### src/rtl/area_average_image_resize_assert.svh
// Assertion macros for the area average resizer
`ifndef AREA_AVERAGE_IMAGE_RESIZE_ASSERT_SVH
`define AREA_AVERAGE_IMAGE_RESIZE_ASSERT_SVH

// Same-cycle implication, checked outside reset
`define AAIR_ASSERT_NOW(lbl, ante, cons, msg) \
	lbl: assert property (@(posedge clk) disable iff (!arst_n) (ante) |-> (cons)) \
		else $error(msg);

// Next-cycle implication, checked outside reset
`define AAIR_ASSERT_NEXT(lbl, ante, cons, msg) \
	lbl: assert property (@(posedge clk) disable iff (!arst_n) (ante) |=> (cons)) \
		else $error(msg);

`endif

### src/rtl/aair_pkg.sv
`timescale 1ns / 1ps
`default_nettype none
// ----------------------------------------------------------------------------
// aair_pkg
// Types and constants shared by the area average resizer.
// ----------------------------------------------------------------------------
package aair_pkg;

	localparam int MAX_DIM_DEF   = 128;
	localparam int MAX_CELLS_DEF = 16384;

	localparam int DIM_W = 8;
	localparam int PIX_W = 24;
	localparam int SUM_W = 22;
	localparam int CNT_W = 15;
	localparam int REG_IDX_W = 3;

	localparam logic OP_LOAD = 1'b0;
	localparam logic OP_READ = 1'b1;

	typedef enum logic [REG_IDX_W-1:0] {
		REG_SRC_ROWS   = 3'd0,
		REG_SRC_COLS   = 3'd1,
		REG_DST_ROWS   = 3'd2,
		REG_DST_COLS   = 3'd3,
		REG_COLOR_MODE = 3'd4
	} reg_idx_t;

	typedef struct packed {
		logic             opcode;
		logic [PIX_W-1:0] pixel_value;
	} in_item_t;

	typedef struct packed {
		logic [PIX_W-1:0] out_pixel;
		logic             out_last;
	} out_item_t;

	typedef struct packed {
		logic [CNT_W-1:0] cnt;
		logic [SUM_W-1:0] b;
		logic [SUM_W-1:0] g;
		logic [SUM_W-1:0] r;
	} cell_t;

endpackage
`default_nettype wire

### src/rtl/aair_div.sv
`timescale 1ns / 1ps
`default_nettype none
// ----------------------------------------------------------------------------
// aair_div
// Restoring divider, one quotient bit per cycle.
// ----------------------------------------------------------------------------
module aair_div
	import aair_pkg::*;
(
	input  wire logic             clk,
	input  wire logic             arst_n,
	input  wire logic             start,
	input  wire logic [SUM_W-1:0] dividend,
	input  wire logic [CNT_W-1:0] divisor,
	output logic                  done,
	output logic      [SUM_W-1:0] quotient
);

	localparam int STEP_W = $clog2(SUM_W + 1);

	logic [STEP_W-1:0] step_q;
	logic              busy_q;
	logic              done_q;
	logic [SUM_W-1:0]  quo_q;
	logic [CNT_W-1:0]  rem_q;
	logic [CNT_W-1:0]  div_q;
	logic [CNT_W:0]    trial;
	logic              fits;

	assign trial = {rem_q, quo_q[SUM_W-1]};
	assign fits  = trial >= {1'b0, div_q};

	always_ff @(posedge clk or negedge arst_n) begin
		if (!arst_n) begin
			busy_q <= 1'b0;
			done_q <= 1'b0;
			step_q <= '0;
		end else begin
			done_q <= 1'b0;
			if (start) begin
				busy_q <= 1'b1;
				step_q <= STEP_W'(SUM_W);
			end else if (busy_q) begin
				step_q <= step_q - 1'b1;
				if (step_q == STEP_W'(1)) begin
					busy_q <= 1'b0;
					done_q <= 1'b1;
				end
			end
		end
	end

	always_ff @(posedge clk) begin
		if (start) begin
			quo_q <= dividend;
			rem_q <= '0;
			div_q <= divisor;
		end else if (busy_q) begin
			quo_q <= {quo_q[SUM_W-2:0], fits};
			rem_q <= fits ? CNT_W'(trial - {1'b0, div_q}) : CNT_W'(trial);
		end
	end

	assign done     = done_q;
	assign quotient = quo_q;

endmodule
`default_nettype wire

### config.mk
export PLATFORM = sky130hd
export DESIGN_NAME = aair_div
export DESIGN_NICKNAME = d
export VERILOG_FILES = /design/src/rtl/area_average_image_resize_assert.svh /design/src/rtl/aair_pkg.sv /design/src/rtl/aair_div.sv
export SDC_FILE = /design/constraint.sdc
export NUM_CORES = 1
export LEC_CHECK = 0
export BUFFER_PORTS_ARGS = -buffer_cell sky130_fd_sc_hd__buf_2
export CORE_MARGIN = 10
export CORE_UTILIZATION = 35
export DETAILED_ROUTE_END_ITERATION = 12
export SETUP_SLACK_MARGIN = 0.05
export SYNTH_ARGS = -nofsm -noshare
export SYNTH_HDL_FRONTEND = slang
export SYNTH_SLANG_ARGS = --single-unit
### constraint.sdc
create_clock -name clk -period 4.16 [get_ports clk]
set_clock_uncertainty 0.15 [all_clocks]
set_input_delay 0 -clock clk [delete_from_list [all_inputs] [get_ports clk]]
set_output_delay 0 -clock clk [all_outputs]
set_load 0.05 [all_outputs]
; After elaboration in Yosys (flattened, before gate mapping)
; Cells that the tools add are included.
[classes]
reduce_logical = 1
addsub = 2
eq_ne = 1
mux = 11
order_cmp = 1
[op_table]
columns = op, count
row1 = 22-bit two-way mux, 2
row2 = 16-bit by 15-bit greater-or-equal comparator with 1-bit output, 1
row3 = 15-bit two-way mux, 1
row4 = 15-bit subtractor, 1
row5 = 5-bit two-way mux, 2
row6 = 1-bit two-way mux, 6
row7 = "5-bit by 1-bit equality test with 1-bit output, second input constant", 1
row8 = "5-bit by 1-bit subtractor with 5-bit output, second input constant", 1
row9 = 2-bit nonzero test, 1
[word_totals]
word_cells = 22
inputBits = 40
regBits = 59
out_inout_bits = 23

; Depth between registers and ports, before layout
[depth]
word_depth = 4
depth_mapped = 10

; Worst setup path after synthesis
; OpenSTA, ideal clock, no wires.
[synth_path]
path_type = register to register
from = register quo_q[21] (netlist: quotient[21])
to = register rem_q[11]
slack_ns = 1.258
path_stages_with_launch = 11
arrival_ns = 2.622
t_required_ns = 3.879
n_path_buf = 1
path_cell_list = edfxtp_1 inv_1 ha_1 fa_1 nand2b_2 a21oi_4 o211ai_2 a41o_4 clkbuf_1 a32oi_1 o31ai_1
[synth_between]
elab_chain_len = 2
elab_cells_between_ends = 3
cone_classes = add/sub (1) / order compare (1) / mux (1)
[synth_lines]
columns = item, line_no
row1 = from (decl), aair_div.sv:24  ; logic [SUM_W-1:0] quo_q;
row2 = from (signal assigned), aair_div.sv:55  ; quo_q <= dividend;
row3 = from (signal assigned), aair_div.sv:59  ; quo_q <= {quo_q[SUM_W-2:0], fits};
row4 = 15-bit subtractor or 16-bit by 15-bit greater-or-equal comparator with 1-bit output (tied branches), "aair_div.sv:60, aair_div.sv:31"
row5 = 15-bit two-way mux (*), aair_div.sv:60  ; rem_q <= fits ? CNT_W'(trial - {1'b0, div_q}) : CNT_W'(trial);
row6 = to (signal assigned), aair_div.sv:60
row7 = to (decl), aair_div.sv:25  ; logic [CNT_W-1:0] rem_q;
; Mark *: on every way between the ends. The rest lies on a longest branch, timed or not.
; A chain may end at the register's enable or synchronous reset.

; Worst setup path after layout
[layout_path]
from = register quo_q[21] (netlist: quotient[21])
to = register rem_q[0]
; The elaborated chain is that of the path after synthesis.

==> reports/results.md <==
| Quantity | Reported | Unit |
|---|---|---|
| CTS tree | done | - |
| Area of the die | 13450 | µm² |
| Slew Limit Headroom | 41.56 | % |
| Worst reg2reg path depth | 9 | - |
| Final hold slack | 0.2228 | ns |
| Slew Viols, Final | 0 | - |
| Startpoint class of the critical path | flip-flop | - |
| Clk_lat worst skew | 0.34 | ns |
| Commonest cells after routing, fill and taps aside | sky130_fd_sc_hd__buf_2, sky130_fd_sc_hd__dlygate4sd3_1, sky130_fd_sc_hd__edfxtp_1 | - |
| Vias per cell | 4.912 | - |
| Vias in the first global route | 2697 | - |
| Worst R2R Setup Slack | 1.36 | ns |
| Seq cells post-synth | 59 | - |
| Maximum clock frequency | 356.6 | MHz |
| Remaining antenna violation count | 0 | - |
| Slew at the pin closest to its max-slew limit | 0.8757 | ns |
| Final setup vio count | 0 | - |
| Worst Path Required | 4.27 | ns |
| Syn_area_per_cell | 11.00 | µm² |
| Hold Fails Final Rpt | 0 | - |
| Worst voltage drop across the vdd grid | 0.1776 | mV |
| Number of max-capacitance violations reported | 0 | - |
| Number of input and output port buffers inserted | 62 | - |
| Worst hold path class | primary input to flip-flop | - |
| Result of the run | finished clean | - |
| Global-route wire length before repair | 12770 | µm |
| Setup repair after global routing missed its margin | false | - |
| Iter 0 DRT Violations | 107 | - |
| Setup Slack @ Placement | 1.381 | ns |
| Worst hold path depth | 2 | - |
| Async set or reset register ratio after synthesis | 11.86 | % |
| Area inside the core boundary | 8848 | µm² |
| Arrival time of data at the critical path endpoint | 2.91 | ns |
| Worst hold start | divisor[2] | - |
| PD cells | 365.0 | nW/µm² |
| Critical R2R Launch | quotient[21] | - |
| Type of destination of the critical path | flip-flop | - |
| DRC violations left | 0 | - |
| Diode count | 0 | - |
| Antenna violations before repair | 0 | - |
| Final period utilization | 67.41 | % |
| Half-perimeter wire length of the detailed placement result | 5086 | µm |
| Clock tree root driver cell | sky130_fd_sc_hd__clkbuf_8 | - |
| Setup total negative slack | 0 | ns |
| Vert. Die Dim | 116.0 | µm |
| Primary FF master, synth | sky130_fd_sc_hd__edfxtp_1 | - |
| Area growth from synthesis to final layout | 31.48 | % |
| Via count | 2500 | - |
| Buffers inserted by post-CTS timing repair | 0 | - |
| Number of buffers between clock root and the deepest sink | 2 | - |
| Post-detailed-routing wire length | 7645 | µm |
| Clock buffers created by TritonCTS | 9 | - |
| Num rows | 34 | - |
| Width of the die | 116.0 | µm |
| Min-Delay Endpoint | div_q[2] | - |
| Number of search-and-repair iterations in the first detailed-routing pass | 4 | - |
| Total of warnings raised by yosys | 0 | - |
| Average detailed-routed wire length per instance | 15.02 | µm |
| Most common cell after layout, fill and taps aside | sky130_fd_sc_hd__buf_2 | - |
| Clock input transition at the sequential cells of the worst setup and hold paths | 0.08 | ns |
| Syn_nets | 351 | - |
| Instance count of the mapped netlist | 293 | - |
| Effective utilization at floorplan | 36.43 | % |
| Leftover overflow at the end of global routing | 0 | - |
| Proportion of synthesized chip area in sequential cells | 49.22 | % |
| Number of synthesized flops with an enable pin | 37 | - |
| Critical register-to-register path endpoint | rem_q[0] | - |
| Critical path fanouts, max | 22 | - |
| Critical path class | flip-flop to flip-flop | - |
| Combined global-route utilization of all metal layers | 11.88 | % |
| Setup slack after layout | 1.356 | ns |
| Routability cong. | 0.8492 | - |
| Proportion of layout cells with a drive suffix above 1 | 27.18 | % |
| Lkg Pwr | 1.862 | nW |
| Pin count of the biggest net entering global routing | 56 | - |
| Area of the mapped netlist | 3223 | µm² |
| Clock sinks | 59 | - |
| Final #Nets | 454 | - |
| Number of placed I/O pins | 63 | - |
| Deepest level of the CTS H-tree | 3 | - |
| Distinct cell type count of the synthesized netlist | 54 | - |
| Min Clock Period, post-route | 2.804 | ns |
-- flip-flops by register name (all words and copies together), names as in the netlist --
signal	count
busy_q	1
div_q	15
done	1
quotient	22
rem_q	15
step_q	5
-- cell type report --
class,instances,area [µm²]
Clock buffer,11,131.4
Multi-Input combinational cell,196,1483
Fill cell,837,4611
Timing Repair Buffer,104,725.7
Tap cell,108,135.1
Sequential cell,59,1587
Inverter,26,97.59
Clock inverter,5,78.83
-- how the worst max path moves through the flow --
stage / from / endpoint / slack, ns / cells past startpoint
after floorplan: quotient[21] / rem_q[11] / 1.26 / 10
after CTS: quotient[21] / rem_q[0] / 1.35 / 9
after global placement: quotient[21] / rem_q[0] / 1.45 / 9
after detailed placement: quotient[21] / rem_q[0] / 1.38 / 9
final: quotient[21] / rem_q[0] / 1.36 / 9
after global routing: quotient[21] / rem_q[0] / 1.22 / 9
-- stage by stage --
step                      instances  area (µm²)  util [%]   power, W
after global placement          453        3627     40.99  0.0009601
after floorplan                 293        3223         -  0.0008926
after global routing            509        4238     47.89   0.001613
after detailed placement        453        3627     40.99  0.0009638
after CTS                       509        4238     47.89   0.001563
final                           509        4238     47.89   0.001547
-- synth_stat cells (all sizes together), types with 2 or more instances --
master	number	area share [%]
o31ai	4	0.93
dfxtp	15	9.3
buf	8	1.3
nand3	6	0.93
a31oi	2	0.39
ha	17	6.6
edfxtp	37	34
nor2	26	3.1
a211oi	8	2.0
a21o	2	0.47
inv	26	3.0
nand4	2	0.39
nand2	18	2.1
mux2i	8	2.5
a21oi	20	3.5
a311oi	2	0.74
xnor2	11	3.0
xor2	3	0.82
nor3	2	0.31
a32oi	3	0.82
nand2b	8	1.6
mux2	22	7.8
o211ai	3	0.85
a211o	2	0.54
o21ai	9	1.4
clkbuf	4	0.47
o311ai	2	0.54
dfrtp	7	5.4
-- power by group --
part	internal, W	total [W]	switching [W]
registers	0.000668	0.000688	0.0000202
clock network	0.000337	0.000566	0.000229
logic	0.000117	0.000294	0.000176
-- critical path, stage by stage (launching register included) --
cell	delay, ns
sky130_fd_sc_hd__edfxtp_1	0.35
sky130_fd_sc_hd__inv_1	0.06
sky130_fd_sc_hd__ha_1	0.22
sky130_fd_sc_hd__fa_1	0.41
sky130_fd_sc_hd__nand2b_2	0.23
sky130_fd_sc_hd__a21oi_4	0.22
sky130_fd_sc_hd__o211ai_2	0.13
sky130_fd_sc_hd__a41o_4	0.41
sky130_fd_sc_hd__mux2_4	0.34
sky130_fd_sc_hd__a211oi_2	0.19
-- kinds of logic after synthesis --
| family | after synthesis | share of synthesized area [%] |
|---|---|---|
| simple gates | 69 | 10.05 |
| compound gates | 65 | 14.64 |
| flops | 59 | 49.22 |
| buf+inv | 38 | 4.774 |
| mux | 30 | 10.29 |
| fa+ha+maj | 18 | 7.220 |
| xor+xnor | 14 | 3.804 |
-- routing by layer --
layer	routed length [µm]	global-route usage, %	vias to the layer above
li1	-	-	1270
met1	3422	13.75	1162
met2	3625	19.53	60
met3	497	4.910	8
met4	100	3.920	0
met5	0	0	-
-- repair_timing --
action,4_1_cts,5_1_grt
resized for setup,0,0
setup endpoints to repair,0,0
endpoints found under the hold margin,46,0
hold buffers,40,0
Note: power is estimated with default switching activity, not from simulation.
