[src/rtl/area_average_image_resize_assert.svh]
// Assertion macros for the area average resizer
`ifndef AREA_AVERAGE_IMAGE_RESIZE_ASSERT_SVH
`define AREA_AVERAGE_IMAGE_RESIZE_ASSERT_SVH

// Same-cycle implication, checked outside reset
`define AAIR_ASSERT_NOW(lbl, ante, cons, msg) \
	lbl: assert property (@(posedge clk) disable iff (!arst_n) (ante) |-> (cons)) \
		else $error(msg);

// Next-cycle implication, checked outside reset
`define AAIR_ASSERT_NEXT(lbl, ante, cons, msg) \
	lbl: assert property (@(posedge clk) disable iff (!arst_n) (ante) |=> (cons)) \
		else $error(msg);

`endif

[src/rtl/aair_ram.sv]
`timescale 1ns / 1ps
`default_nettype none
// ----------------------------------------------------------------------------
// aair_ram
// Simple dual port RAM, one write and one registered read port.
// ----------------------------------------------------------------------------
module aair_ram #(
	parameter int WIDTH = 8,
	parameter int DEPTH = 16
) (
	input  wire logic                     clk,
	input  wire logic                     we,
	input  wire logic [$clog2(DEPTH)-1:0] waddr,
	input  wire logic [WIDTH-1:0]         wdata,
	input  wire logic                     re,
	input  wire logic [$clog2(DEPTH)-1:0] raddr,
	output logic      [WIDTH-1:0]         rdata
);

	logic [WIDTH-1:0] mem_q [DEPTH];

	always_ff @(posedge clk) begin
		if (we) begin
			mem_q[waddr] <= wdata;
		end
		if (re) begin
			rdata <= mem_q[raddr];
		end
	end

endmodule
`default_nettype wire

[config.mk]
export PLATFORM = sky130hd
export DESIGN_NAME = aair_ram
export DESIGN_NICKNAME = d
export VERILOG_FILES = /design/src/rtl/area_average_image_resize_assert.svh /design/src/rtl/aair_ram.sv
export SDC_FILE = /design/constraint.sdc
export NUM_CORES = 1
export LEC_CHECK = 0
export BUFFER_PORTS_ARGS = -buffer_cell sky130_fd_sc_hd__buf_2
export CORE_MARGIN = 2
export CORE_UTILIZATION = 45
export DETAILED_ROUTE_END_ITERATION = 8
export HOLD_SLACK_MARGIN = 0.1
export PLACE_DENSITY = 0.64
export REMOVE_ABC_BUFFERS = 1
export SLEW_MARGIN = 5
export SYNTH_ARGS = -nofsm -noshare
export SYNTH_HDL_FRONTEND = slang
export SYNTH_SLANG_ARGS = --single-unit
[constraint.sdc]
create_clock -name clk -period 2 [get_ports clk]
set_clock_uncertainty 0.1 [all_clocks]
set_input_delay 0.1 -clock clk [delete_from_list [all_inputs] [get_ports clk]]
set_output_delay 0.1 -clock clk [all_outputs]
set_load 0.02 [all_outputs]
### After elaboration in Yosys (flattened, before gate mapping)

Memories as Yosys holds them, arrays and structs flattened. A register that Yosys moved wholly into a read port is not among the register bits.
Index checks and enable logic that the tools add are counted.
Widths: inputs -> output; s select.

| operators by class | value |
|---|---|
| mux-type cells | 2 |

Operators by type and width:

| kind | number |
|---|---|
| $mux 1 | 2 |

| storage, ports and cells | value |
|---|---|
| bits in writable memories | 128 |
| input bits | 19 |
| bits in registers | 0 |
| logic and storage cells | 3 |
| memories | 1 |
| output and inout bits | 8 |

Memory list:

| memory | depth | bits a word | rd ports | clocked after Yosys merged registers in | wr ports | line | text |
|---|---|---|---|---|---|---|---|
| mem_q | 16 | 8 | 1 | 1 | 1 | aair_ram.sv:20 | `logic [WIDTH-1:0] mem_q [DEPTH];` |

### Depth between registers and ports, before layout

Gate-level depths: netlist of run 1.

| logic depth | value |
|---|---|
| depth in word-level cells | 2 |
| gate-level depth with buffers | 5 |
| depth with buffers taken out | 3 |

### Least setup slack after synthesis of run 1

No wires, ideal clock.

| path | value |
|---|---|
| path kind | input-to-reg |
| start | in waddr[2] |
| end | mem mem_q[0][0], enable pin |
| slack | 0.307 ns |
| arrival | 1.210 ns |
| buffers on the path | 0 |
| stages on the path | 2 |
| setup time | 0.383 ns |
| required time | 1.517 ns |
| cells stage by stage | or3b_2 > nor3_1 |

RTL lines:

| element | line | text |
|---|---|---|
| from (decl) | aair_ram.sv:13 | `input wire logic [$clog2(DEPTH)-1:0] waddr,` |
| to (decl) | aair_ram.sv:20 |  |

Straight into the memory's write port.

==> out/qor.log, run 1 <==
qor: run_status.status finished clean
qor: floorplanning.placeableCoreArea 11400 µm²
qor: sta.worst_slack 0.410 ns
qor: setup_path.worst-path-max-fanout 1
qor: yosys.ys_warn_count 0
qor: yosys.synth-simple-area-share 3.14%
qor: floorplanning.initial_core_utilization 46.0%
qor: clock_tree.cts.clk_slew.worst_paths 0.06 ns
qor: power_and_ir_drop.p_per_area 999 nW/µm²
qor: place.pre_cts_slack 0.194 ns
qor: sta.period_minus_slack 1.59 ns
qor: cells_and_area.multi_input_comb_area 1060 µm²
qor: clock_tree.ctsRootBufferMaster sky130_fd_sc_hd__clkbuf_16
qor: power_and_ir_drop.clk_pwr_share 43.3%
qor: cells_and_area.layout.cell_area.non_filler 6300 µm²
qor: grt.gr-usage-all-layers 18.3%
qor: power_and_ir_drop.comb_power_share 5.4%
qor: grt.grt_pass1_vias 2664
qor: yosys.sequential_element_share_of_the_synthesized_area 78.1%
qor: setup_path.critPathLaunch mem_q[9][1]$_DFFE_PP_
qor: grt.overflow 0
qor: routing.drtIter0Drc 228
qor: cells_and_area.n_antenna_cell 0
qor: setup_path.worst_setup_path_start_kind flop
qor: yosys.postSynthRegisterBits 136
qor: yosys.xor_and_xnor_fraction_of_the_mapped_netlist_area 0%
qor: sta.report.final.setup_viol 0
qor: power_and_ir_drop.switching_power 1.35 mW
qor: routing.detail_route.first_pass.iterations 4
qor: setup_path.timing.critical_path.arrival 1.63 ns
qor: power_and_ir_drop.internal-power 4.94 mW
qor: min_path.hold_class in2reg
qor: routing.final_antenna_net_count 0
qor: place.globalplace.congestion 0.755
qor: yosys.postSynthCellCount 229
qor: cells_and_area.fillCellCount 864
qor: floorplanning.die_h 112 µm
qor: cells_and_area.post_route_cells_drive_above_1_share 31.6%
qor: clock_tree.tritoncts_num_sinks 136
qor: clock_tree.numCtsBuffers 17
qor: place.detailedPlacementHpwl 6.52 mm
qor: floorplanning.ios 27
qor: clock_tree.postCtsResizedCells 0
qor: cells_and_area.final_net_count 316
qor: grt.grt_pass1_wl 16.3 mm
qor: sta.fin_setup_tns 0 ns
qor: setup_path.reg2reg_from mem_q[9][1]$_DFFE_PP_
qor: sta.grt_setup_unrepaired no
qor: sta.timing.fmax 0.629 GHz
qor: floorplanning.die_w 112 µm
qor: setup_path.critical_path_class reg2reg
qor: power_and_ir_drop.netSwitchingFraction 21.5%
qor: floorplanning.floorplan.die_area 12500 µm²
qor: routing.drt-vias-per-instance 5.62
qor: job.max_cap_violations 0
qor: power_and_ir_drop.ir_drop 0.526 mV
qor: yosys.post_synth_mux_area_share 14.8%
qor: yosys.postSynth.topFlopCell sky130_fd_sc_hd__edfxtp_1
qor: yosys.share_of_the_synthesized_area_in_compound_gates_ao_oa_aoi_oai 2.30%
qor: routing.route.detailed.drc 0
qor: min_path.worst_hold_startpoint waddr[0]
qor: yosys.syn_avg_cell_area 22.8 µm²
qor: clock_tree.clock_tree.buffer_depth 2
qor: grt.pin_count_of_the_biggest_net_entering_global_routing 23
qor: sta.relative_slew_slack 69.7%
qor: routing.vias 2544
qor: setup_path.timing.critical_path.required 2.04 ns
qor: sta.hold_viol 0
qor: yosys.synth_adder_area_share 0%
qor: setup_path.worst_setup_path_end_kind flop
qor: yosys.synth-edff-count 136
qor: clock_tree.clock_tree.htree_level_count 4
qor: yosys.synth_top_area_cell sky130_fd_sc_hd__edfxtp_1
qor: yosys.library_cells_used_by_synthesis 18
qor: clock_tree.cts_tree done
qor: cells_and_area.seq_area 4080 µm²
qor: sta.slew_violations 0
qor: sta.worst_margin_slew 0.455 ns
qor: yosys.synthDominantCellAreaShare 78.1%
qor: place.numPortBuffers 26
qor: yosys.post-synth-top-count-cell sky130_fd_sc_hd__edfxtp_1
qor: power_and_ir_drop.finalPower 6.30 mW
qor: routing.drt_wl_total 10.4 mm
qor: yosys.synth_area_leaders sky130_fd_sc_hd__edfxtp_1 78%, sky130_fd_sc_hd__mux4_2 7.8%, sky130_fd_sc_hd__mux4_1 7.0%
qor: yosys.synth_commonest_cells 136 x sky130_fd_sc_hd__edfxtp_1, 18 x sky130_fd_sc_hd__mux4_2, 16 x sky130_fd_sc_hd__a22oi_1
qor: cells_and_area.area_growth_syn_to_layout 20.6%
qor: clock_tree.clock_latency 0.40 ns
qor: routing.wire_per_inst 22.9 µm
qor: power_and_ir_drop.seqPwrFrac 51.2%
qor: grt.antenna_violations_before_repair 0
qor: floorplanning.rows 39
qor: sta.min_period_over_period 79.5%
qor: place.dpl-instance-area 5680 µm²
qor: yosys.ys_async_sr_fraction 0%
qor: yosys.synth_top_family_by_area multiplexers
qor: power_and_ir_drop.p_leak 2.14 nW
qor: yosys.synthesis.area 5230 µm²
worst max-delay path: stages, from the launching register on:
cell and delay [ns]:
sky130_fd_sc_hd__edfxtp_1 0.36, sky130_fd_sc_hd__mux4_1 0.51, sky130_fd_sc_hd__a22oi_1 0.27, sky130_fd_sc_hd__nand2_1 0.09
path summary, 6_finish.rpt:
| path | to | slack (ns) | depth (start not counted) |
|---|---|---|---|
| worst max-delay path | rdata[1]$_DFFE_PP_ | 0.41 | 3 |
| worst min-delay path | mem_q[4][2]$_DFFE_PP_ | 0.14 | 3 |
| worst max register to register | rdata[1]$_DFFE_PP_ | 0.41 | 3 |
| worst min register to register | rdata[7]$_DFFE_PP_ | 0.66 | 3 |
cell families (layout without fill, tap and decap cells):
group | count (synthesis) | in the layout
AOI/OAI and AO/OA | 16 | 16
buffers and inverters | 10 | 91
DFF | 136 | 136
muxes | 32 | 32
and+or+nand+nor | 35 | 35
stage by stage:
step / hold WS, ns / utilization [%] / instances
2_1_floorplan: 0.0989 / - / 219
3_3_place_gp: 0.370 / 50.0 / 412
3_5_place_dp: 0.364 / 50.0 / 412
4_1_cts: 0.117 / 55.4 / 453
5_1_grt: 0.141 / 55.4 / 453
6_report: 0.144 / 55.4 / 453
power groups by stage:
stage	clock network, mW	logic (mW)	registers (mW)
6_report	2.73	0.341	3.23
4_1_cts	2.78	0.347	3.23
5_1_grt	2.91	0.370	3.23
3_3_place_gp	0	0.324	3.28
2_1_floorplan	0	0.128	3.30
3_5_place_dp	0	0.331	3.29
timing repair:
item | in CTS | in global routing
hold buffers | 9 | 0
setup buffers | 0 | 0
endpoints found under the hold margin | 136 | 0
final cells by class:
type,count,share of cell area (%)
Clock buffer,18,6.81
Clock inverter,14,1.65
Multi-Input combinational cell,83,16.8
Sequential cell,136,64.8
Tap cell,143,2.84
Timing Repair Buffer,59,7.15
cell usage in the layout (no fill, tap or decap):
cell type,n
sky130_fd_sc_hd__nand2b_1,2
sky130_fd_sc_hd__nor3_1,4
sky130_fd_sc_hd__edfxtp_1,136
sky130_fd_sc_hd__and2b_1,1
sky130_fd_sc_hd__nor2_1,13
sky130_fd_sc_hd__and2_1,1
sky130_fd_sc_hd__clkinv_1,2
sky130_fd_sc_hd__a22oi_1,16
sky130_fd_sc_hd__mux4_2,18
sky130_fd_sc_hd__clkinv_4,5
sky130_fd_sc_hd__nor2b_1,1
sky130_fd_sc_hd__clkbuf_16,17
sky130_fd_sc_hd__buf_4,20
sky130_fd_sc_hd__buf_2,26
sky130_fd_sc_hd__or3b_2,1
sky130_fd_sc_hd__nand3b_1,2
sky130_fd_sc_hd__clkinvlp_4,4
sky130_fd_sc_hd__buf_12,4
sky130_fd_sc_hd__nand3_1,1
sky130_fd_sc_hd__inv_6,2
sky130_fd_sc_hd__mux4_1,14
sky130_fd_sc_hd__clkbuf_1,1
sky130_fd_sc_hd__clkinv_2,1
sky130_fd_sc_hd__dlygate4sd3_1,9
sky130_fd_sc_hd__nand2_1,9
metal layers:
layer  global-route usage, %  vias to the layer above  share of wire, %
li1                        -                     1122                 -
met1                    27.2                     1325                45
met2                    26.5                       93                48
met3                    5.88                        4               6.9
met4                    5.27                        0              0.42
met5                       0                        -                 0
registers in the layout, summed over array words and instances (netlist names):
signal  cells
rdata       8
mem_q     128
(Power assumes the default switching activity.)
==> run 2: changes to the inputs <==
ABC_AREA = 1   (was unset)
PLACE_DENSITY = 0.63   (was 0.64)
clock period = 1.6 ns   (was 2 ns; I/O delays follow)
==> run 2 against run 1 <==
Global-route usage rose by 1.9 points. Count of clock-buffer cells in the layout down 1. Flip-flop and latch count unchanged. Final cell count increased by 74%. Routed wire length increased by 27%. Largest cell class unchanged. Combinational power is 53% higher. Hold slack improved by 0.064 ns. Register-to-register slack got worse by 0.08 ns. Clock power increased by 70%. Sequential share of layout area is 6.6 points lower. Critical endpoint is now rdata[2]$_DFFE_PP_.
==> out/qor.log, run 2 <==
qor: clock_tree.cts.clk_slew.worst_paths 0.06 ns
qor: floorplanning.ios 27
qor: clock_tree.postCtsSetupBuffers 0
qor: yosys.synth-edff-count 136
qor: yosys.synthDominantCellAreaShare 69.8%
qor: setup_path.timing.critical_path.arrival 1.44 ns
qor: setup_path.reg2regPathDepth 6
qor: sta.fin_setup_tns 0 ns
qor: cells_and_area.fillCellCount 1095
qor: yosys.sequential_element_share_of_the_synthesized_area 69.8%
qor: setup_path.critical_path_class in2reg
qor: place.placed_cells 746
qor: yosys.ys_async_sr_fraction 0%
qor: setup_path.reg2reg_from mem_q[15][3]$_DFFE_PP_
qor: sta.grt_setup_unrepaired no
qor: clock_tree.cts_tree done
qor: power_and_ir_drop.clk_pwr_share 50.4%
qor: setup_path.worst_r2r_endpoint rdata[3]$_DFFE_PP_
qor: power_and_ir_drop.internal-power 7.39 mW
qor: floorplanning.die_h 118 µm
qor: cells_and_area.n_antenna_cell 0
qor: yosys.postSynthCellCount 551
qor: cells_and_area.layout.cells.most_common sky130_fd_sc_hd__nand2_1
qor: cells_and_area.largest_reg_flops 128
qor: clock_tree.tritoncts_num_sinks 136
qor: setup_path.worst_setup_path_end_kind flop
qor: cells_and_area.largest_registers mem_q x128, rdata x8
qor: sta.relative_slew_slack 57.9%
qor: min_path.min_path_cells 4
qor: cells_and_area.post_route_cells_drive_above_1_share 12.7%
qor: yosys.syn_avg_cell_area 10.6 µm²
qor: floorplanning.die_w 118 µm
qor: cells_and_area.final_cell_mix 173 x sky130_fd_sc_hd__nand2_1, 136 x sky130_fd_sc_hd__edfxtp_1, 100 x sky130_fd_sc_hd__inv_1
qor: power_and_ir_drop.ir_drop 0.751 mV
qor: grt.pin_count_of_the_biggest_net_entering_global_routing 65
qor: sta.worst_margin_slew 0.631 ns
qor: place.numPortBuffers 26
qor: sta.hold_viol 0
qor: clock_tree.clock_tree.htree_level_count 4
qor: yosys.synth_top_area_cell sky130_fd_sc_hd__edfxtp_1
qor: routing.drt-vias-per-instance 4.89
qor: clock_tree.clock_latency 0.41 ns
qor: place.dpl-instance-area 6210 µm²
qor: clock_tree.numCtsBuffers 17
qor: power_and_ir_drop.seqPwrFrac 43.9%
qor: setup_path.timing.critical_path.required 1.67 ns
qor: power_and_ir_drop.netSwitchingFraction 19.6%
qor: yosys.synth_area_leaders sky130_fd_sc_hd__edfxtp_1 70%, sky130_fd_sc_hd__nand2_1 11%, sky130_fd_sc_hd__nand3_1 8.3%
qor: floorplanning.placeableCoreArea 12700 µm²
qor: min_path.worst_hold_startpoint waddr[2]
qor: cells_and_area.final_net_count 623
qor: cells_and_area.most_flops_register mem_q
qor: place.globalplace.congestion 0.824
qor: routing.detail_route.first_pass.iterations 6
qor: routing.wire_per_inst 16.7 µm
qor: setup_path.worst_setup_path_start_kind input pin
qor: routing.final_antenna_net_count 0
qor: cells_and_area.layout.core_utilization 55.4%
qor: yosys.library_cells_used_by_synthesis 11
qor: run_status.status finished clean
qor: routing.route.detailed.drc 0
qor: setup_path.ff2ff_setup_slack 0.33 ns
qor: sta.min_period_over_period 85.8%
qor: sta.report.final.setup_viol 0
qor: sta.slew_violations 0
qor: sta.period_minus_slack 1.37 ns
qor: yosys.ys_warn_count 0
qor: yosys.postSynth.topFlopCell sky130_fd_sc_hd__edfxtp_1
qor: min_path.min_to mem_q[13][3]$_DFFE_PP_
qor: grt.overflow 0
qor: grt.grt_pass1_wl 21.0 mm
qor: grt.gr-usage-all-layers 20.2%
qor: cells_and_area.finalNonFillerCells 788
qor: grt.grt_pass1_vias 3861
qor: sta.timing.fmax 0.728 GHz
qor: clock_tree.ctsRootBufferMaster sky130_fd_sc_hd__clkbuf_16
qor: floorplanning.rows 41
qor: yosys.post-synth-top-count-cell sky130_fd_sc_hd__nand2_1
qor: floorplanning.floorplan.die_area 13900 µm²
qor: setup_path.worst-path-max-fanout 16
qor: power_and_ir_drop.p_leak 3.03 nW
qor: job.max_cap_violations 0
qor: cells_and_area.area_growth_syn_to_layout 20.1%
qor: min_path.hold_class in2reg
qor: power_and_ir_drop.comb_power_share 5.7%
qor: yosys.synthesis.area 5850 µm²
qor: clock_tree.clock_tree.buffer_depth 2
qor: power_and_ir_drop.p_per_area 1310 nW/µm²
qor: routing.drt_wl_total 13.2 mm
qor: routing.drtIter0Drc 287
qor: cells_and_area.layout.cell_area.non_filler 7020 µm²
qor: sta.whs 0.208 ns
qor: floorplanning.initial_core_utilization 46.1%
qor: yosys.synth_commonest_cells 173 x sky130_fd_sc_hd__nand2_1, 136 x sky130_fd_sc_hd__edfxtp_1, 100 x sky130_fd_sc_hd__inv_1
qor: routing.vias 3853
qor: yosys.postSynthRegisterBits 136
qor: power_and_ir_drop.switching_power 1.81 mW
qor: place.detailedPlacementHpwl 7.98 mm
qor: grt.antenna_violations_before_repair 0
[run 2: cell count changes after synthesis, moves of 4 or more]
cell                      change
sky130_fd_sc_hd__nand2_1    +164
sky130_fd_sc_hd__nor3_1       -4
sky130_fd_sc_hd__a22oi_1     -16
sky130_fd_sc_hd__buf_2       +10
sky130_fd_sc_hd__nand3_1     +96
sky130_fd_sc_hd__mux4_2      -18
sky130_fd_sc_hd__inv_1      +100
sky130_fd_sc_hd__nor2_1       +4
sky130_fd_sc_hd__mux4_1      -14
[run 2: critical path: stages]
cell	delay (ns)
sky130_fd_sc_hd__dlygate4sd3_1	0.53
sky130_fd_sc_hd__buf_2	0.16
sky130_fd_sc_hd__inv_1	0.06
sky130_fd_sc_hd__buf_4	0.22
sky130_fd_sc_hd__nand3_1	0.16
sky130_fd_sc_hd__nand3_1	0.16
sky130_fd_sc_hd__nand2_1	0.06
[run 2: logic make-up after synthesis]
logic type             share of synthesized area [%]
AND/OR/NAND/NOR                                 20.8
flip-flops                                      69.8
buffers and inverters                           9.39
[run 2: through the flow]
stage	power, mW	setup WS, ns
3_3_place_gp	4.61	0.184
4_1_cts	9.25	0.248
3_5_place_dp	4.61	0.148
2_1_floorplan	4.34	0.299
6_report	9.20	0.226
5_1_grt	9.47	0.150
[run 2: what timing repair did]
action | CTS | global route
gates resized for setup | 0 | 0
hold buffers | 11 | 0
endpoints found under the hold margin | 144 | 0
[run 2: worst max-delay path by stage]
stage	from	endpoint	cells after the start
final	raddr[2]	rdata[2]$_DFFE_PP_	7
after global routing	raddr[2]	rdata[4]$_DFFE_PP_	7
after CTS	raddr[2]	rdata[2]$_DFFE_PP_	7
after detailed placement	raddr[1]	rdata[0]$_DFFE_PP_	6
after global placement	raddr[1]	rdata[2]$_DFFE_PP_	6
after floorplan	raddr[0]	rdata[2]$_DFFE_PP_	6
[run 2: final cells by class]
class	instances	area (µm²)	area share, %
inverters	102	383	5.45
clock buffers	17	425	6.06
flip-flops and latches	136	4080	58.2
clock inverters	14	278	3.96
well taps	172	215	3.06
multi-input cells	289	1210	17.3
repair buffers	58	423	6.02
[run 2: power by group through the flow]
stage | Combinational, mW | Sequential, mW | Clock [mW]
floorplan | 0.215 | 4.13 | 0
detailed placement | 0.502 | 4.11 | 0
CTS | 0.526 | 4.04 | 4.68
global placement | 0.496 | 4.11 | 0
global route | 0.581 | 4.04 | 4.85
finish | 0.523 | 4.04 | 4.64
[run 2: routing by layer]
metal / global-route usage (%) / vias to the layer above / part of all wire [%]
li1: - / 1888 / -
met4: 6.85 / 0 / 1.6
met1: 26.9 / 1835 / 45
met3: 4.99 / 16 / 4.6
met5: 0 / - / 0
met2: 32.7 / 114 / 49
==> run 3: changes to the inputs <==
CORE_ASPECT_RATIO = 1.1   (was unset)
==> run 3 against run 2 <==
Total power fell by 7.2%. Critical endpoint is now rdata[4]$_DFFE_PP_. Hold slack worse by 0.011 ns. Final cell count fell by 1.6%. First-iteration DRC count shrank 7.7%. Count of clock-buffer cells in the layout increased by 1. Design area down 1.4%. Core utilization fell by 0.68 points. Flip-flop and latch count unchanged. Largest power group is now registers. Sequential power hardly changed.
==> out/qor.log, run 3 (synthesis gave the netlist of run 2 again) <==
qor: grt.grt_pass1_wl 21.0 mm
qor: power_and_ir_drop.internal-power 6.64 mW
qor: setup_path.reg2reg_from mem_q[7][0]$_DFFE_PP_
qor: floorplanning.die_h 124 µm
qor: routing.drtIter0Drc 265
qor: sta.worst_slack 0.306 ns
qor: place.numPortBuffers 26
qor: power_and_ir_drop.netSwitchingFraction 22.3%
qor: power_and_ir_drop.p_per_area 1230 nW/µm²
qor: power_and_ir_drop.ir_drop 0.778 mV
qor: cells_and_area.fillCellCount 1058
qor: min_path.hold_class in2reg
qor: grt.overflow 0
qor: floorplanning.floorplan.die_area 13900 µm²
qor: power_and_ir_drop.seqPwrFrac 47.3%
qor: setup_path.critPathLaunch raddr[3]
qor: setup_path.worst-path-max-fanout 9
qor: routing.wire_per_inst 17.1 µm
qor: run_status.status finished clean
qor: power_and_ir_drop.clk_pwr_share 46.6%
qor: cells_and_area.final_cell_mix 173 x sky130_fd_sc_hd__nand2_1, 136 x sky130_fd_sc_hd__edfxtp_1, 100 x sky130_fd_sc_hd__inv_1
qor: cells_and_area.post_route_cells_drive_above_1_share 13.1%
qor: clock_tree.cts.clk_slew.worst_paths 0.06 ns
qor: floorplanning.placeableCoreArea 12600 µm²
qor: place.dpl-instance-area 6220 µm²
qor: cells_and_area.most_flops_register mem_q
qor: place.globalplace.congestion 0.818
qor: clock_tree.clock_tree.htree_level_count 4
qor: sta.slew_violations 0
qor: routing.vias 3922
qor: sta.report.final.setup_viol 0
qor: clock_tree.postCtsSetupBuffers 0
qor: sta.relative_slew_slack 55.7%
qor: setup_path.timing.critical_path.arrival 1.36 ns
qor: sta.hold_viol 0
qor: place.detailedPlacementHpwl 7.95 mm
qor: setup_path.worst_setup_path_start_kind input pin
qor: setup_path.worst_setup_path_end_kind flop
qor: clock_tree.numCtsBuffers 17
qor: cells_and_area.area_growth_syn_to_layout 18.4%
qor: routing.drt-vias-per-instance 5.06
qor: power_and_ir_drop.comb_power_share 6.1%
qor: grt.grt_pass1_vias 3879
qor: cells_and_area.largest_registers mem_q x128, rdata x8
qor: routing.route.detailed.drc 0
qor: grt.pin_count_of_the_biggest_net_entering_global_routing 35
qor: grt.antenna_violations_before_repair 0
qor: clock_tree.cts_tree done
qor: cells_and_area.layout.cell_area.non_filler 6920 µm²
qor: setup_path.timing.critical_path.required 1.67 ns
qor: cells_and_area.multi_input_comb_area 1210 µm²
qor: clock_tree.clock_tree.buffer_depth 2
qor: grt.gr-usage-all-layers 20.3%
qor: sta.worst_margin_slew 0.664 ns
qor: cells_and_area.layout.cells.most_common sky130_fd_sc_hd__nand2_1
qor: cells_and_area.seq_area 4080 µm²
qor: sta.grt_setup_unrepaired no
qor: job.max_cap_violations 0
qor: cells_and_area.n_antenna_cell 0
qor: routing.detail_route.first_pass.iterations 6
qor: clock_tree.tritoncts_num_sinks 136
qor: power_and_ir_drop.switching_power 1.90 mW
qor: cells_and_area.largest_reg_flops 128
qor: setup_path.critical_path_class in2reg
qor: min_path.worst_hold_startpoint we
qor: floorplanning.rows 43
qor: sta.period_minus_slack 1.29 ns
qor: floorplanning.initial_core_utilization 46.2%
qor: routing.drt_wl_total 13.3 mm
qor: sta.fin_setup_tns 0 ns
qor: cells_and_area.final_net_count 624
qor: routing.final_antenna_net_count 0
qor: place.pre_cts_slack 0.158 ns
qor: floorplanning.ios 27
qor: sta.min_period_over_period 80.9%
qor: sta.timing.fmax 0.773 GHz
qor: clock_tree.ctsRootBufferMaster sky130_fd_sc_hd__clkbuf_16
qor: power_and_ir_drop.p_leak 2.99 nW
qor: floorplanning.die_w 113 µm
qor: clock_tree.clock_latency 0.42 ns
[run 3: final timing paths]
check                                        endpoint  cells after the start  slack [ns]
worst max register to register     rdata[0]$_DFFE_PP_                      6        0.38
worst max-delay path               rdata[4]$_DFFE_PP_                      5        0.31
worst min register to register     rdata[0]$_DFFE_PP_                      6        0.64
worst min-delay path            mem_q[3][4]$_DFFE_PP_                      4        0.20
[run 3: stage by stage]
step                      cells  util, %  hold WS (ns)  power, mW
after global placement      733     49.2         0.386       4.60
after detailed placement    733     49.2         0.389       4.62
after CTS                   775     54.7         0.183       8.58
after global routing        775     54.7         0.242       8.78
after floorplan             527        -        0.0789       4.34
final                       775     54.7         0.197       8.54
[run 3: area by class of cell]
type | count | share of cell area (%)
clock inverters | 14 | 2.51
clock buffers | 18 | 6.20
inverters | 102 | 5.53
well taps | 157 | 2.84
repair buffers | 59 | 6.36
flip-flops and latches | 136 | 59.0
multi-input cells | 289 | 17.5
[run 3: power by group through the flow]
stage          Clock, mW  Combinational [mW]  Sequential (mW)
6_report            3.98               0.524             4.04
3_3_place_gp           0               0.494             4.11
4_1_cts             4.01               0.526             4.04
5_1_grt             4.16               0.582             4.04
2_1_floorplan          0               0.215             4.13
3_5_place_dp           0               0.503             4.11
[run 3: timing repair]
| item | 4_1_cts | 5_1_grt |
|---|---|---|
| hold buffers | 10 | 0 |
| resized for setup | 0 | 0 |
| endpoints found under the hold margin | 143 | 0 |
| setup endpoints to repair | 0 | 0 |
[run 3: worst max-delay path, stage by stage]
cell and delay (ns):
sky130_fd_sc_hd__dlygate4sd3_1 0.52, sky130_fd_sc_hd__buf_2 0.27, sky130_fd_sc_hd__inv_1 0.23, sky130_fd_sc_hd__nand3_1 0.18, sky130_fd_sc_hd__nand2_1 0.08
[run 3: per-layer routing]
metal  GRT usage, %  share of wire, %  vias up
met3           4.31               6.4       23
met4           7.77               1.7        0
met2           34.3                50      142
li1               -                 -     1890
met5              0                 0        -
met1           26.0                42     1867
